**src/rtl/core/svw_pkg.sv**
```systemverilog
// Shared types and constants for the serial variable write decoder.
// Depends on nothing; imported by the parser and the core top level.
package svw_pkg;

	localparam int WORD_W = 32;
	localparam int SIZE_W = 3;
	localparam int TAG_W  = 5;

	// Number of low bytes replaced by one write packet.
	localparam logic [SIZE_W-1:0] SIZE_1 = 3'd1;
	localparam logic [SIZE_W-1:0] SIZE_2 = 3'd2;
	localparam logic [SIZE_W-1:0] SIZE_4 = 3'd4;

	// Write request handed from the parser to the read-modify-write stage.
	typedef struct packed {
		logic              fire;
		logic [SIZE_W-1:0] size;
		logic [WORD_W-1:0] data;
	} svw_req_t;

	function automatic logic [WORD_W-1:0] size_mask(input logic [SIZE_W-1:0] size);
		logic [WORD_W-1:0] m;
		case (size)
			SIZE_1:  m = 32'h0000_00FF;
			SIZE_2:  m = 32'h0000_FFFF;
			default: m = 32'hFFFF_FFFF;
		endcase
		return m;
	endfunction

endpackage

```
**src/rtl/core/svw_store.sv**
```systemverilog
// Variable store: one synchronous memory with a registered read port and
// per-entry valid bits so that unwritten entries read with rd_hit low after reset.
module svw_store #(
	parameter int VAR_COUNT = 16,
	parameter int IDX_W     = 4,
	parameter int DATA_W    = 32
) (
	input  logic              clk,
	input  logic              arst_n,
	input  logic              rd_en,
	input  logic [IDX_W-1:0]  rd_addr,
	output logic [DATA_W-1:0] rd_data,
	output logic              rd_hit,
	input  logic              wr_en,
	input  logic [IDX_W-1:0]  wr_addr,
	input  logic [DATA_W-1:0] wr_data
);

	logic [DATA_W-1:0]    mem [VAR_COUNT];
	logic [VAR_COUNT-1:0] vld_q;
	logic [DATA_W-1:0]    rd_data_q;
	logic                 rd_hit_q;

	always_ff @(posedge clk) begin
		if (wr_en) begin
			mem[wr_addr] <= wr_data;
		end
		if (rd_en) begin
			rd_data_q <= mem[rd_addr];
		end
	end

	always_ff @(posedge clk or negedge arst_n) begin
		if (!arst_n) begin
			vld_q    <= '0;
			rd_hit_q <= 1'b0;
		end else begin
			if (wr_en) begin
				vld_q[wr_addr] <= 1'b1;
			end
			if (rd_en) begin
				rd_hit_q <= vld_q[rd_addr];
			end
		end
	end

	assign rd_data = rd_data_q;
	assign rd_hit  = rd_hit_q;

endmodule

```
**src/rtl/core/svw_parser.sv**
```systemverilog
// Byte parser: hunts for headers, checks the index and length, and gathers
// data bytes. Depends on svw_pkg for the request type and size codes.
module svw_parser import svw_pkg::*; #(
	parameter int VAR_COUNT = 16,
	parameter int IDX_W     = 4
) (
	input  logic             clk,
	input  logic             arst_n,
	input  logic             cfg_we,
	input  logic [TAG_W-1:0] cfg_wdata,
	input  logic             in_valid,
	output logic             in_stall,
	input  logic [7:0]       rx_byte,
	input  logic             hold,
	output svw_req_t         req,
	output logic [IDX_W-1:0] req_idx
);

	typedef enum logic [1:0] {
		PH_HUNT,
		PH_INDEX,
		PH_DATA
	} phase_t;

	phase_t            phase_q;
	logic [SIZE_W-1:0] left_q;
	logic [SIZE_W-1:0] size_q;
	logic [IDX_W-1:0]  tgt_q;
	logic [WORD_W-1:0] acc_q;
	logic [TAG_W-1:0]  tag_q;

	logic              accept;
	logic              last;
	logic [WORD_W-1:0] acc_nx;
	logic [SIZE_W-1:0] rest;
	logic              idx_ok;
	logic              size_ok;

	assign last     = (phase_q == PH_DATA) && (left_q == 3'd1);
	// The final byte of a packet waits while the previous write is still pending.
	assign in_stall = last && hold;
	assign accept   = in_valid && !in_stall;
	assign acc_nx   = {acc_q[WORD_W-9:0], rx_byte};
	assign rest     = left_q - 3'd1;
	assign idx_ok   = (rx_byte != 8'd0) && ({1'b0, rx_byte} < 9'(VAR_COUNT));
	assign size_ok  = (rest == SIZE_1) || (rest == SIZE_2) || (rest == SIZE_4);

	assign req.fire = accept && last;
	assign req.size = size_q;
	assign req.data = acc_nx;
	assign req_idx  = tgt_q;

	always_ff @(posedge clk or negedge arst_n) begin
		if (!arst_n) begin
			phase_q <= PH_HUNT;
			left_q  <= '0;
			size_q  <= '0;
			tgt_q   <= '0;
			acc_q   <= '0;
			tag_q   <= '0;
		end else begin
			if (cfg_we) begin
				tag_q <= cfg_wdata;
			end
			if (accept) begin
				case (phase_q)
					PH_HUNT: begin
						if ((rx_byte[7:3] == tag_q) && (rx_byte[2:0] != 3'd0)) begin
							left_q  <= rx_byte[2:0];
							phase_q <= PH_INDEX;
						end
					end
					PH_INDEX: begin
						if (idx_ok && size_ok) begin
							tgt_q   <= rx_byte[IDX_W-1:0];
							left_q  <= rest;
							size_q  <= rest;
							acc_q   <= '0;
							phase_q <= PH_DATA;
						end else begin
							left_q  <= '0;
							phase_q <= PH_HUNT;
						end
					end
					PH_DATA: begin
						left_q <= left_q - 3'd1;
						if (last) begin
							acc_q   <= '0;
							phase_q <= PH_HUNT;
						end else begin
							acc_q <= acc_nx;
						end
					end
					default: begin
						left_q  <= '0;
						phase_q <= PH_HUNT;
					end
				endcase
			end
		end
	end

endmodule

```
**src/rtl/core/serial_variable_write_decoder_core.sv**
```systemverilog
// Two register stages, the store read with the s1 registers and then the output
// registers, lie between the edge that takes the last data byte and the result word.
// Throughput: one input byte per cycle; the last byte of a packet waits only
// while the previous packet's read-modify-write of the store is still held.
// Reset clears the parser, the header tag and the store's valid bits, so every
// variable reads as zero at once; no clearing pass is needed.
module serial_variable_write_decoder_core import svw_pkg::*; #(
	parameter int VAR_COUNT = 16
) (
	input  logic              clk,
	input  logic              arst_n,
	input  logic              cfg_we,
	input  logic [TAG_W-1:0]  cfg_wdata,
	input  logic              in_valid,
	output logic              in_stall,
	input  logic [7:0]        rx_byte,
	output logic              out_valid,
	input  logic              out_stall,
	output logic [3:0]        var_index,
	output logic [WORD_W-1:0] new_value,
	output logic [SIZE_W-1:0] bytes_written
);

	localparam int IDX_W = (VAR_COUNT > 1) ? $clog2(VAR_COUNT) : 1;

	svw_req_t          req;
	logic [IDX_W-1:0]  req_idx;
	logic [WORD_W-1:0] rd_data;
	logic              rd_hit;

	logic              valid_s1;
	logic [IDX_W-1:0]  idx_s1;
	logic [WORD_W-1:0] data_s1;
	logic [SIZE_W-1:0] size_s1;

	logic              out_valid_q;
	logic [3:0]        var_index_q;
	logic [WORD_W-1:0] new_value_q;
	logic [SIZE_W-1:0] bytes_written_q;

	logic              advance;
	logic [WORD_W-1:0] base;
	logic [WORD_W-1:0] mask;
	logic [WORD_W-1:0] merged;
	logic [IDX_W+3:0]  idx_ext;

	svw_parser #(
		.VAR_COUNT(VAR_COUNT),
		.IDX_W    (IDX_W)
	) u_parser (
		.clk      (clk),
		.arst_n   (arst_n),
		.cfg_we   (cfg_we),
		.cfg_wdata(cfg_wdata),
		.in_valid (in_valid),
		.in_stall (in_stall),
		.rx_byte  (rx_byte),
		.hold     (valid_s1),
		.req      (req),
		.req_idx  (req_idx)
	);

	svw_store #(
		.VAR_COUNT(VAR_COUNT),
		.IDX_W    (IDX_W),
		.DATA_W   (WORD_W)
	) u_store (
		.clk    (clk),
		.arst_n (arst_n),
		.rd_en  (req.fire),
		.rd_addr(req_idx),
		.rd_data(rd_data),
		.rd_hit (rd_hit),
		.wr_en  (advance),
		.wr_addr(idx_s1),
		.wr_data(merged)
	);

	// The store read issued with the last byte lands here in the following cycle; a new
	// read cannot start until this write-back has gone, so no forwarding is needed.
	assign advance = valid_s1 && (!out_valid_q || !out_stall);
	assign base    = rd_hit ? rd_data : '0;
	assign mask    = size_mask(size_s1);
	assign merged  = (base & ~mask) | (data_s1 & mask);
	assign idx_ext = {4'd0, idx_s1};

	always_ff @(posedge clk) begin
		if (req.fire) begin
			idx_s1  <= req_idx;
			data_s1 <= req.data;
			size_s1 <= req.size;
		end
		if (advance) begin
			var_index_q     <= idx_ext[3:0];
			new_value_q     <= merged;
			bytes_written_q <= size_s1;
		end
	end

	always_ff @(posedge clk or negedge arst_n) begin
		if (!arst_n) begin
			valid_s1    <= 1'b0;
			out_valid_q <= 1'b0;
		end else begin
			if (req.fire) begin
				valid_s1 <= 1'b1;
			end else if (advance) begin
				valid_s1 <= 1'b0;
			end
			if (advance) begin
				out_valid_q <= 1'b1;
			end else if (!out_stall) begin
				out_valid_q <= 1'b0;
			end
		end
	end

	assign out_valid     = out_valid_q;
	assign var_index     = var_index_q;
	assign new_value     = new_value_q;
	assign bytes_written = bytes_written_q;

endmodule
```
**config.mk**
```make
export PLATFORM = sky130hd
export DESIGN_NAME = serial_variable_write_decoder_core
export DESIGN_NICKNAME = d
export VERILOG_FILES = /design/src/rtl/core/svw_pkg.sv /design/src/rtl/core/svw_store.sv /design/src/rtl/core/svw_parser.sv /design/src/rtl/core/serial_variable_write_decoder_core.sv
export SDC_FILE = /design/constraint.sdc
export NUM_CORES = 1
export LEC_CHECK = 0
export ABC_CLOCK_PERIOD_IN_PS = 19700
export BUFFER_PORTS_ARGS = -buffer_cell sky130_fd_sc_hd__buf_4
export CAP_MARGIN = 20
export CORE_ASPECT_RATIO = 0.7
export CORE_MARGIN = 8
export CORE_UTILIZATION = 54
export CTS_BUF_LIST = sky130_fd_sc_hd__clkbuf_8 sky130_fd_sc_hd__clkbuf_16
export DETAILED_ROUTE_END_ITERATION = 6
export PLACE_DENSITY = 0.79
export SYNTH_ARGS = -nofsm -noshare
export SYNTH_HDL_FRONTEND = slang
export SYNTH_HIERARCHICAL = 1
export SYNTH_SLANG_ARGS = --single-unit
```
**constraint.sdc**
```tcl
create_clock -name clk -period 19.7 [get_ports clk]
set_clock_uncertainty 0.1 [all_clocks]
set_input_delay 1.97 -clock clk [delete_from_list [all_inputs] [get_ports clk]]
set_output_delay 1.97 -clock clk [all_outputs]
set_load 0.02 [all_outputs]
```
==> results of run 1 <==
[power groups by stage]
stage / clock [W] / sequential (W) / combinational [W]
2_1_floorplan: 0 / 0.00136 / 0.000144
3_3_place_gp: 0 / 0.00138 / 0.000182
3_5_place_dp: 0 / 0.00138 / 0.000190
4_1_cts: 0.000901 / 0.00135 / 0.000195
5_1_grt: 0.000944 / 0.00136 / 0.000213
6_report: 0.000891 / 0.00136 / 0.000198
[flip-flops by register name (all words and copies together) (netlist names), 4 cells and up]
signal / count
data_s1: 32
idx_s1: 4
new_value: 32
u_parser/acc_q: 24
u_parser/req_idx: 4
u_parser/tag_q: 5
u_store/mem: 384
u_store/rd_data: 24
u_store/vld_q: 16
var_index: 4
[path summary, 6_finish.rpt]
check | start | end | slack, ps | cells after the start
min | data_s1[2] | new_value[2] | 310 | 0
min reg2reg | data_s1[2] | new_value[2] | 310 | 0
max reg2reg | u_parser/left_q[1] | u_store/rd_hit | 15940 | 6
max | u_parser/left_q[1] | in_stall | 14880 | 5
max in group asynchronous | arst_n | u_parser/req_idx[0] | 17500 | 1
min in group asynchronous | arst_n | u_parser/acc_q[12] | 1400 | 1
[placed cells by master, fill, tap and decap left out, types with 13 or more instances in the layout]
cell,count
sky130_fd_sc_hd__nand4_1,24
sky130_fd_sc_hd__edfxtp_1,486
sky130_fd_sc_hd__o21ai_0,40
sky130_fd_sc_hd__or2_2,16
sky130_fd_sc_hd__mux4_2,124
sky130_fd_sc_hd__inv_1,41
sky130_fd_sc_hd__buf_4,94
sky130_fd_sc_hd__o31ai_2,13
sky130_fd_sc_hd__dfrtp_1,57
sky130_fd_sc_hd__clkbuf_16,49
sky130_fd_sc_hd__nand2_1,39
[layout make-up]
| type | count | share of cell area, % |
|---|---|---|
| Clock buffer | 49 | 5.22 |
| Clock inverter | 37 | 1.01 |
| Timing Repair Buffer | 96 | 3.10 |
| Sequential cell | 546 | 68.5 |
| Inverter | 30 | 0.479 |
| Tap cell | 496 | 2.64 |
| Multi-Input combinational cell | 353 | 19.1 |
| Antenna cell | 1 | 0.0106 |
[layer usage]
layer  GRT usage (%)  up-vias  wire length, µm  part of all wire, %
li1                -     4176                -                    -
met1            31.5     5499            19400                   41
met2            30.6      671            21500                   45
met3            4.70       78             5470                   12
met4            5.44        2             1040                  2.2
met5               0        -               14                0.030
[worst register-to-register path, cell delays in order (launching register included)]
cell and delay, ps:
sky130_fd_sc_hd__dfrtp_1 420, sky130_fd_sc_hd__inv_1 100, sky130_fd_sc_hd__ha_1 240, sky130_fd_sc_hd__nand2b_1 580, sky130_fd_sc_hd__nor4_2 1050, sky130_fd_sc_hd__buf_4 750, sky130_fd_sc_hd__mux2_2 430
[through the flow]
step                      hold slack, ps  setup slack [ps]  instance area [µm²]
after global placement               305             15020                22000
after floorplan                      300             10090                20900
after CTS                            320             14920                23500
final                                313             14880                23500
after detailed placement             305             14930                22000
after global routing                 328             14800                23500
==> results.txt, run 1 <==
- Result of the run: complete, no violations
- Cell Chain, Critical Path: inv_1 > ha_1 > nand2b_1 > nor3_1 > buf_4
* Via density per instance: between 6 and 7
* CTS H-tree depth: 2
- Once detail routing completed, the nets flagged for antenna violations numbered 0.
- Compared with the post-synthesis result, the final layout area differs by 12.5%.
- Max-cap violation count: 0
- The internal portion of the total power is between 0.0015 and 0.002 W.
- For the final routed database, the setup TNS stands at 0 ps.
* Total vias in the final route: ~10000
- Grt ovf: 0
- Total routed wirelength: 47400 µm
- Worst Setup End Kind: primary output
- Summing all flip-flop and latch instances after layout gives approximately 16000 µm².
- In the final routed layout, each cell accounts on average for 29.4 µm.
- Post-CTS setup buffer count: 0
- Type of the setup path with the least slack: flip-flop to primary output
- Hold Violations, Final: 0
- The first global-routing pass estimated 69800 µm of wire.
- Placeable core area: 38300 µm²
- The tightest min-delay check is of the flip-flop to flip-flop type.
- Root buffer cell: sky130_fd_sc_hd__clkbuf_16
- PortBufs: 58
- Final-layout fill cell count: 2550
- Hold repair after CTS inserted 0 buffers.
- Post-synthesis average cell area: 20.9 µm²
- Row cnt: 60
- Post-CTS repair changed the size of 0 cells.
- From left edge to right edge, the die measures approximately 250 µm.
- Setup Viol. Count Final: 0
- For the finished layout, the period the worst path requires is approximately 4800 ps.
- Remaining design rule violation count: 0
- The number of nets in the synthesized netlist is 1022.
* Slowest stage cell, crit path: sky130_fd_sc_hd__nor3_1
- In this run the vertical extent of the chip is 181 µm.
- Gate count of the mapped netlist: 1000
* Combinational power share: 8.1%
- The final max-slew violation count came to 0.
- Startpoint types: flip-flop
- In this design, the largest share of critical-path delay is due to simple AND/OR/NAND/NOR gates.
- Of the total power, the clock network draws 36.4%.
- The congestion estimate from routability-driven global placement came to 0.801.
- Via count of the first global-routing pass: 10400
- For this run, the number of Yosys warnings is 6.
- Footprint of the multi-input gates: roughly 4500 µm²
- Across the VDD grid, the largest voltage drop is 0.0969 mV.
* Largest fanout of any net on the critical path: 27
- Switching Fraction: 23.3%
- For this run, the slowest stage of the critical path takes 610 ps.
- Entering global routing, the biggest net connects 62 pins.
* Number of buffers between clock root and the deepest sink: 3
- Final cell utilization of the core: 61.4%
- Net total in the final layout: 1096
- The clock reaches the later pin of the worst-skew pair after 570 ps.
- Share of layout cells above drive strength 1: ~33%
- Final worst path period share: 24.5%
* Power share of the sequential group: 55.4%
- Layout Cells excl Fill: 1608
- Number of clock sinks seen by CTS: 546
* Unrepaired setup endpoints after global routing: false
- The number of buffers and inverters on the critical path is 2.
- Summed over all cells, the static leakage comes to 7.65 nW.
* Transition time of the tightest slew-check pin: 1090 ps
* Pre-antenna DRT Iters: 5
- Initial core utilization: 54.6%
- In this run, the number of DRC markers left after iteration 0 of detailed routing was around 1400.
* Clock slew at the register clock pins of the worst setup and hold paths: about 70 ps
* DP HPWL: 27300 µm
- Number of top-level pins: 59
- Total power of the final layout: 0.00244 W
* Post-Syn Area: 20900 µm²
* Number of buffers inserted during clock tree synthesis: 47
* Initial antenna violation count: 1
- Global routing used 20.8% of the available tracks.
- Critical path required time: ~18000 ps
- Data on the critical path arrives at its endpoint at 2750 ps.
- Based on the critical path, the design can be clocked at up to slightly above 0.2 GHz.
- Max-Slew Margin vs Limit: 26.8%
- The die covers 45400 µm².
* Ratio of total power to cell area: 104 nW/µm²
* Switching power: between 0.0005 and 0.0006 W
- Clock tree from TritonCTS: done
- Dpl cells: 1516
(Power assumes the default switching activity.)
==> inputs of run 2 (changes only) <==
--- a/config.mk
+++ b/config.mk
@@ -5,7 +5,7 @@
 export SDC_FILE = /design/constraint.sdc
 export NUM_CORES = 1
 export LEC_CHECK = 0
-export ABC_CLOCK_PERIOD_IN_PS = 19700
+export ABC_CLOCK_PERIOD_IN_PS = 4300
 export BUFFER_PORTS_ARGS = -buffer_cell sky130_fd_sc_hd__buf_4
 export CAP_MARGIN = 20
 export CORE_ASPECT_RATIO = 0.7
@@ -13,7 +13,7 @@
 export CORE_UTILIZATION = 54
 export CTS_BUF_LIST = sky130_fd_sc_hd__clkbuf_8 sky130_fd_sc_hd__clkbuf_16
 export DETAILED_ROUTE_END_ITERATION = 6
-export PLACE_DENSITY = 0.79
+export PLACE_DENSITY = 0.82
 export SYNTH_ARGS = -nofsm -noshare
 export SYNTH_HDL_FRONTEND = slang
 export SYNTH_HIERARCHICAL = 1
==> constraint.sdc (replaced) <==
create_clock -name clk -period 4.3 [get_ports clk]
set_clock_uncertainty 0.1 [all_clocks]
set_input_delay 0.43 -clock clk [delete_from_list [all_inputs] [get_ports clk]]
set_output_delay 0.43 -clock clk [all_outputs]
set_load 0.02 [all_outputs]
==> run 2 against run 1 <==
  * Wire length fell by 1.9%
  * Largest cell class unchanged
  * Largest power group unchanged
  * Sequential power increased to 4.6 times the previous value
  * Highest routed layer is now met4
  * Die area is the same
==> results.txt, run 2 (synthesis gave the netlist of run 1 again) <==
* Global-route wire length before repair: 68800 µm
* Result of the run: complete, no violations
- The later pin in the worst-skew pair is clocked with a latency of 560 ps.
* Post-CTS setup buffer count: 0
- Unrepaired setup endpoints after global routing: false
* Via density per instance: 6.44
- Across the run, the number of max-cap violations was 0.
- Number of clock sinks seen by CTS: 546
- Fmax achieved: 0.324 GHz
* Net total in the final layout: 1113
- STA puts the critical path data arrival time at 3430 ps.
- Remaining design rule violation count: 0
* Number of flip-flops under the largest register name: 384
- Footprint of the flip-flops and latches: about 16000 µm²
* Critical path required time: roughly 4600 ps
* Global-route usage over all layers: 20.3%
* Largest fanout of any net on the critical path: 27
- Post-Place Worst Slack: 1230 ps
- The filler cells instantiated in the layout total about 2400.
- The floorplan has 60 rows.
- Pin count of the biggest net entering global routing: 61
- In this run the worst hold path is classified as input port to flip-flop.
- The floorplan step set the die width to 251 µm.
- Routability-driven placement finished with a final weighted congestion of 0.789.
- Commonest cells after routing, fill and taps aside: sky130_fd_sc_hd__edfxtp_1 (486), sky130_fd_sc_hd__mux4_2 (124), sky130_fd_sc_hd__buf_4 (94)
* Startpoint types: flip-flop
- The initial utilization of the core area, before any placement, comes to 54.6%.
* Pre-antenna DRT Iters: 5
- The area growth from synthesis to layout is 14.2%.
* Final worst path period share: between 70% and 80%
- Clock tree synthesis inserted a total of 47 buffers.
- No sink is reached through more buffers than the 3 on the longest clock path.
* Most common library cell in the layout ignoring fill and taps: sky130_fd_sc_hd__edfxtp_1
- Clock slew at the register clock pins of the worst setup and hold paths: roughly 70 ps
* Footprint of the multi-input gates: 4520 µm²
- Final Slew Violations: 0
- Summed area of non-filler cells in the final layout: 23900 µm²
* Cell leakage power: 7.79 nW
- Overall power consumption after layout is estimated at 0.0114 W.
- Setup violations remaining at the end of the flow were counted as 0.
* Max-Slew Margin vs Limit: between 20% and 30%
- Measured along the y axis, the die boundary spans 181 µm.
* Post-DR wirelength/cell: 28.6 µm
- Total vias in the final route: around 10000
* Post-Route Setup TNS: 0 ps
* Worst Setup End Kind: flip-flop
- Grt ovf: 0
* Maximum vdd drop: 0.316 mV
* Number of top-level pins: 59
- Clock tree from TritonCTS: done
- After legalization and detailed placement, the total HPWL measured 24900 µm.
* Area of placed instances: roughly 22000 µm²
* Root buffer cell: sky130_fd_sc_hd__clkbuf_16
- The number of antenna violations at the first check in global routing was 1.
* Final WS setup: 1210 ps
- Antenna violation net count after detailed routing: 0
* Via count of the first global-routing pass: ~11000
- Floorplan die area: 45400 µm²
- CTS H-tree depth: 2
* Transition time of the tightest slew-check pin: 1170 ps
- Clock period minus worst slack: 3090 ps
* Final cell utilization of the core: approximately 62%
- Most flop-heavy register: u_store/mem
* Iteration-0 DRC count of the detailed router: 1447
- Ratio of total power to cell area: 478 nW/µm²
* Type of the setup path with the least slack: flip-flop to flip-flop
* Total routed wirelength: 46500 µm
- Placeable core area: between 30000 and 40000 µm²
* PortBufs: 58
- The final hold violation count came to 0.
- Share of layout cells above drive strength 1: 33.1%
[run 2: cell count changes in the layout (fill, tap and decap cells not counted), sizes merged]
cell,change
dlygate4sd3,+12
buf,+5
inv,-3
bufinv,+2
clkbuf,+2
clkinv,-2
[run 2: cell type report]
cell class / count / share of cell area [%]
Antenna cell: 1 / 0.0105
Clock buffer: 51 / 5.25
Clock inverter: 34 / 1.19
Inverter: 30 / 0.472
Multi-Input combinational cell: 353 / 18.9
Sequential cell: 546 / 67.5
Tap cell: 496 / 2.60
Timing Repair Buffer: 113 / 4.07
[run 2: path summary, 6_finish.rpt]
check	from	endpoint	slack (ps)	depth (start not counted)
setup / recovery	u_parser/left_q[1]	u_parser/req_idx[3]	1210	8
hold / removal	rx_byte[3]	data_s1[3]	30	1
setup reg to reg	u_parser/left_q[1]	u_parser/req_idx[3]	1210	8
hold reg to reg	data_s1[6]	new_value[6]	320	0
max in group asynchronous	arst_n	u_parser/req_idx[0]	3050	2
min in group asynchronous	arst_n	u_parser/acc_q[13]	420	2
[run 2: critical path, cell delays in order (launching register included)]
cell and delay [ps]:
sky130_fd_sc_hd__dfrtp_1 410, sky130_fd_sc_hd__inv_1 90, sky130_fd_sc_hd__ha_1 250, sky130_fd_sc_hd__nand2b_1 90, sky130_fd_sc_hd__buf_4 340, sky130_fd_sc_hd__nor3_1 180, sky130_fd_sc_hd__nand4b_1 570, sky130_fd_sc_hd__or2_1 570
sky130_fd_sc_hd__mux2_4 350
[run 2: where the power goes]
group	switching, W	leakage (nW)	internal, W
clock network	0.00185	0.781	0.00240
registers	0.000216	5.18	0.00600
logic	0.000576	1.83	0.000375
total	0.00264	7.79	0.00877
[run 2: routing by layer]
| layer | GRT usage [%] | wire length [µm] |
|---|---|---|
| met2 | 31.3 | 21700 |
| met3 | 4.65 | 5150 |
| met5 | 0 | 0 |
| met1 | 28.8 | 18400 |
| met4 | 6.02 | 1170 |
[run 2: metrics by stage]
step | hold slack [ps] | cells
floorplan | 34.4 | 1000
global placement | 301 | 1509
detailed placement | 305 | 1511
CTS | 0.274 | 1608
global route | 8.50 | 1624
finish | 34.5 | 1624
[run 2: what timing repair did]
| item | 4_1_cts | 5_1_grt |
|---|---|---|
| resized for setup | 0 | 0 |
| hold buffers | 12 | 0 |
| endpoints found under the hold margin | 71 | 0 |
==> inputs of run 3 (changes only) <==
--- a/config.mk
+++ b/config.mk
@@ -5,7 +5,7 @@
 export SDC_FILE = /design/constraint.sdc
 export NUM_CORES = 1
 export LEC_CHECK = 0
-export ABC_CLOCK_PERIOD_IN_PS = 4300
+export ABC_CLOCK_PERIOD_IN_PS = 3000
 export BUFFER_PORTS_ARGS = -buffer_cell sky130_fd_sc_hd__buf_4
 export CAP_MARGIN = 20
 export CORE_ASPECT_RATIO = 0.7
@@ -13,7 +13,7 @@
 export CORE_UTILIZATION = 54
 export CTS_BUF_LIST = sky130_fd_sc_hd__clkbuf_8 sky130_fd_sc_hd__clkbuf_16
 export DETAILED_ROUTE_END_ITERATION = 6
-export PLACE_DENSITY = 0.82
+export PLACE_DENSITY = 0.79
 export SYNTH_ARGS = -nofsm -noshare
 export SYNTH_HDL_FRONTEND = slang
 export SYNTH_HIERARCHICAL = 1
==> constraint.sdc (replaced) <==
create_clock -name clk -period 3 [get_ports clk]
set_clock_uncertainty 0.1 [all_clocks]
set_input_delay 0.3 -clock clk [delete_from_list [all_inputs] [get_ports clk]]
set_output_delay 0.3 -clock clk [all_outputs]
set_load 0.02 [all_outputs]
==> run 3 against run 2 <==
  * Worst hold slack improved by 20 ps
  * Cell count increased by 1.5%
  * Critical path depth decreased by 1
  * Setup slack got worse by 770 ps
  * Combinational power increased by 43%
  * Sequential share of layout area decreased by 0.72 points
  * Sequential cell count unchanged
  * Global-route usage increased by 0.36 points
  * Register-to-register slack got worse by 770 ps
  * Critical path type unchanged
  * Largest power group unchanged
==> results.txt, run 3 (synthesis gave the netlist of run 1 again) <==
- The flow ran to the end, and the final reports show no timing, DRC or antenna violations.
- Final weighted congestion in routability-driven placement: roughly 0.85
- The count of nets left with antenna violations once routing finished came out at 0.
* Clock slew at the register clock pins of the worst setup and hold paths: 70 ps
- From left edge to right edge, the die measures 251 µm.
- The top cell types in the final layout, fill and taps aside, are sky130_fd_sc_hd__edfxtp_1 (486), sky130_fd_sc_hd__mux4_2 (124), sky130_fd_sc_hd__buf_4 (100).
* Share of layout cells above drive strength 1: 33.5%
- Detailed routing inserted a total of a little over 10000 vias.
* Max-cap violation count: 0
- The worst setup path is of the flip-flop to flip-flop kind.
- Summing all non-filler instances in the final layout gives an area of ~24000 µm².
- For this block, the initial DRC count from the detailed router was 1203.
* Initial antenna violation count: 1
* Kind of path behind the tightest hold check: input port to flip-flop
- The final max-slew violation count was 0.
- Endpoint arrival time on the critical path: 2920 ps
- Of the total power, the share spent switching nets is a little under a quarter.
- The design draws approximately 0.016 W.
* Pre-antenna DRT Iters: 5
- Die Y-Extent: 181 µm
* Remaining design rule violation count: 0
* Maximum vdd drop: 0.724 mV
- Power spread over the standard cell area amounts to around 670 nW/µm².
- After clock tree synthesis, the setup repair step added 0 buffers.
* Root buffer cell: sky130_fd_sc_hd__clkbuf_16
- Critical path required time: 3360 ps
* Most flop-heavy register: u_store/mem
- 59 I/O pins were placed.
- Transition time of the tightest slew-check pin: 1120 ps
- Global-route wire length before repair: 69100 µm
- The internal power of the cells totals 0.0124 W.
- CTS H-tree depth: 2
* Total routed wirelength: 46800 µm
- Global routing used roughly a fifth of the available tracks across all layers.
* Power share of the sequential group: 55.0%
- The via count of the first global-routing pass was about 11000.
- TritonCTS built the clock tree.
- In this run the worst path has a maximum fanout of 10.
- Setup Viol. Count Final: 0
- Timing would allow up to 0.391 GHz.
* Hold Violations, Final: 0
* Clock period minus worst slack: 2560 ps
* Combinational power share: 8.4%
* Unrepaired setup endpoints after global routing: false
- Floorplan die area: 45400 µm²
- Pin count of the biggest net entering global routing: 61
- Row cnt: 60
- Clock power share: between 30 and 40%
- STA classifies the critical path endpoint as a flip-flop.
- Final worst path period share: between 80% and 90%
- Layout overhead on the synthesized area: 15.4%
- Most common library cell in the layout ignoring fill and taps: sky130_fd_sc_hd__edfxtp_1
- In the final routed layout, each cell accounts on average for approximately 28 µm.
- Cell leakage power: 7.93 nW
- Max-Slew Margin vs Limit: 24.7%
* Via density per instance: 6.25
* Number of flip-flops under the largest register name: around 380
* Number of buffers inserted during clock tree synthesis: 47
- The total overflow left after global routing is 0.
* Startpoint types: flip-flop
- Antenna fix cells: 0
* Area of placed instances: 22400 µm²
- Number of clock sinks seen by CTS: 546
- Number of buffers between clock root and the deepest sink: 3
- For this configuration, the core starts out at a cell density of between 50% and 60%.
- Input and output buffers added on the ports amount to 58.
* Switching power: 0.00372 W
- For the worst-skew pair, the clock arrives at the later sink with an insertion delay of about 580 ps.
- Final cell utilization of the core: 63.0%
- The tightest hold path in the finished design has a slack of 54.8 ps.
- Detailed placement finished with a half-perimeter wire length of 24600 µm.
- Placeable core area: 38300 µm²
- Net total in the final layout: 1136
run 3: cell types whose count changed in the layout (fill, tap and decap cells not counted), sizes merged:
cell         previous run  this run
buf                   101       116
inv                    38        48
clkinv                 19        11
dlygate4sd3            12        20
clkbuf                 51        55
bufinv                  5         2
clkinvlp                2         1
diode                   1         0
run 3: critical path: stages, from the launching register on:
cell and delay [ps]:
sky130_fd_sc_hd__dfrtp_1 470, sky130_fd_sc_hd__inv_1 120, sky130_fd_sc_hd__ha_1 250, sky130_fd_sc_hd__xnor2_1 440
sky130_fd_sc_hd__nand2_1 190, sky130_fd_sc_hd__o211ai_4 190, sky130_fd_sc_hd__or2_1 370, sky130_fd_sc_hd__mux2_4 340
run 3: power groups by stage:
stage	registers (W)	clock network [W]	logic [W]
after floorplan	0.00891	0	0.000992
after global placement	0.00900	0	0.00124
after detailed placement	0.00901	0	0.00129
after CTS	0.00886	0.00597	0.00133
after global routing	0.00889	0.00630	0.00146
final	0.00887	0.00591	0.00136
run 3: stage by stage:
| step | worst slack, ps | setup TNS [ps] | std cells |
|---|---|---|---|
| after floorplan | -811 | -45670 | 1000 |
| after CTS | 442 | 0 | 1639 |
| final | 443 | 0 | 1648 |
| after global placement | 540 | 0 | 1532 |
| after detailed placement | 441 | 0 | 1532 |
| after global routing | 288 | 0 | 1648 |
run 3: what timing repair did:
item / CTS / global route
gates resized for setup: 0 / 0
hold buffers: 20 / 0
hold endpoints to repair: 87 / 0
setup endpoints to repair: 0 / 0
run 3: area by class of cell:
type                    count  area (µm²)
clock buffers              55        1300
well taps                 496         621
fillers                  2500       14200
repair buffers            136        1270
inverters                  30         113
multi-input cells         353        4530
flip-flops and latches    546       16100
clock inverters            32         199
run 3: final timing paths:
check | startpoint | to | slack (ps) | cells after the start
setup / recovery | u_parser/left_q[0] | u_parser/req_idx[1] | 440 | 7
hold / removal | in_valid | u_parser/acc_q[23] | 50 | 3
setup reg to reg | u_parser/left_q[0] | u_parser/req_idx[1] | 440 | 7
hold reg to reg | data_s1[6] | new_value[6] | 320 | 0
max in group asynchronous | arst_n | u_parser/req_idx[1] | 1960 | 2
min in group asynchronous | arst_n | out_valid | 220 | 2
run 3: layer usage:
metal	up-vias	track usage (%)	part of all wire, %
met1	5381	28.3	39
li1	4259	-	-
met3	109	4.48	9.4
met2	545	33.1	48
met5	-	0	0.028
met4	2	6.34	3.1
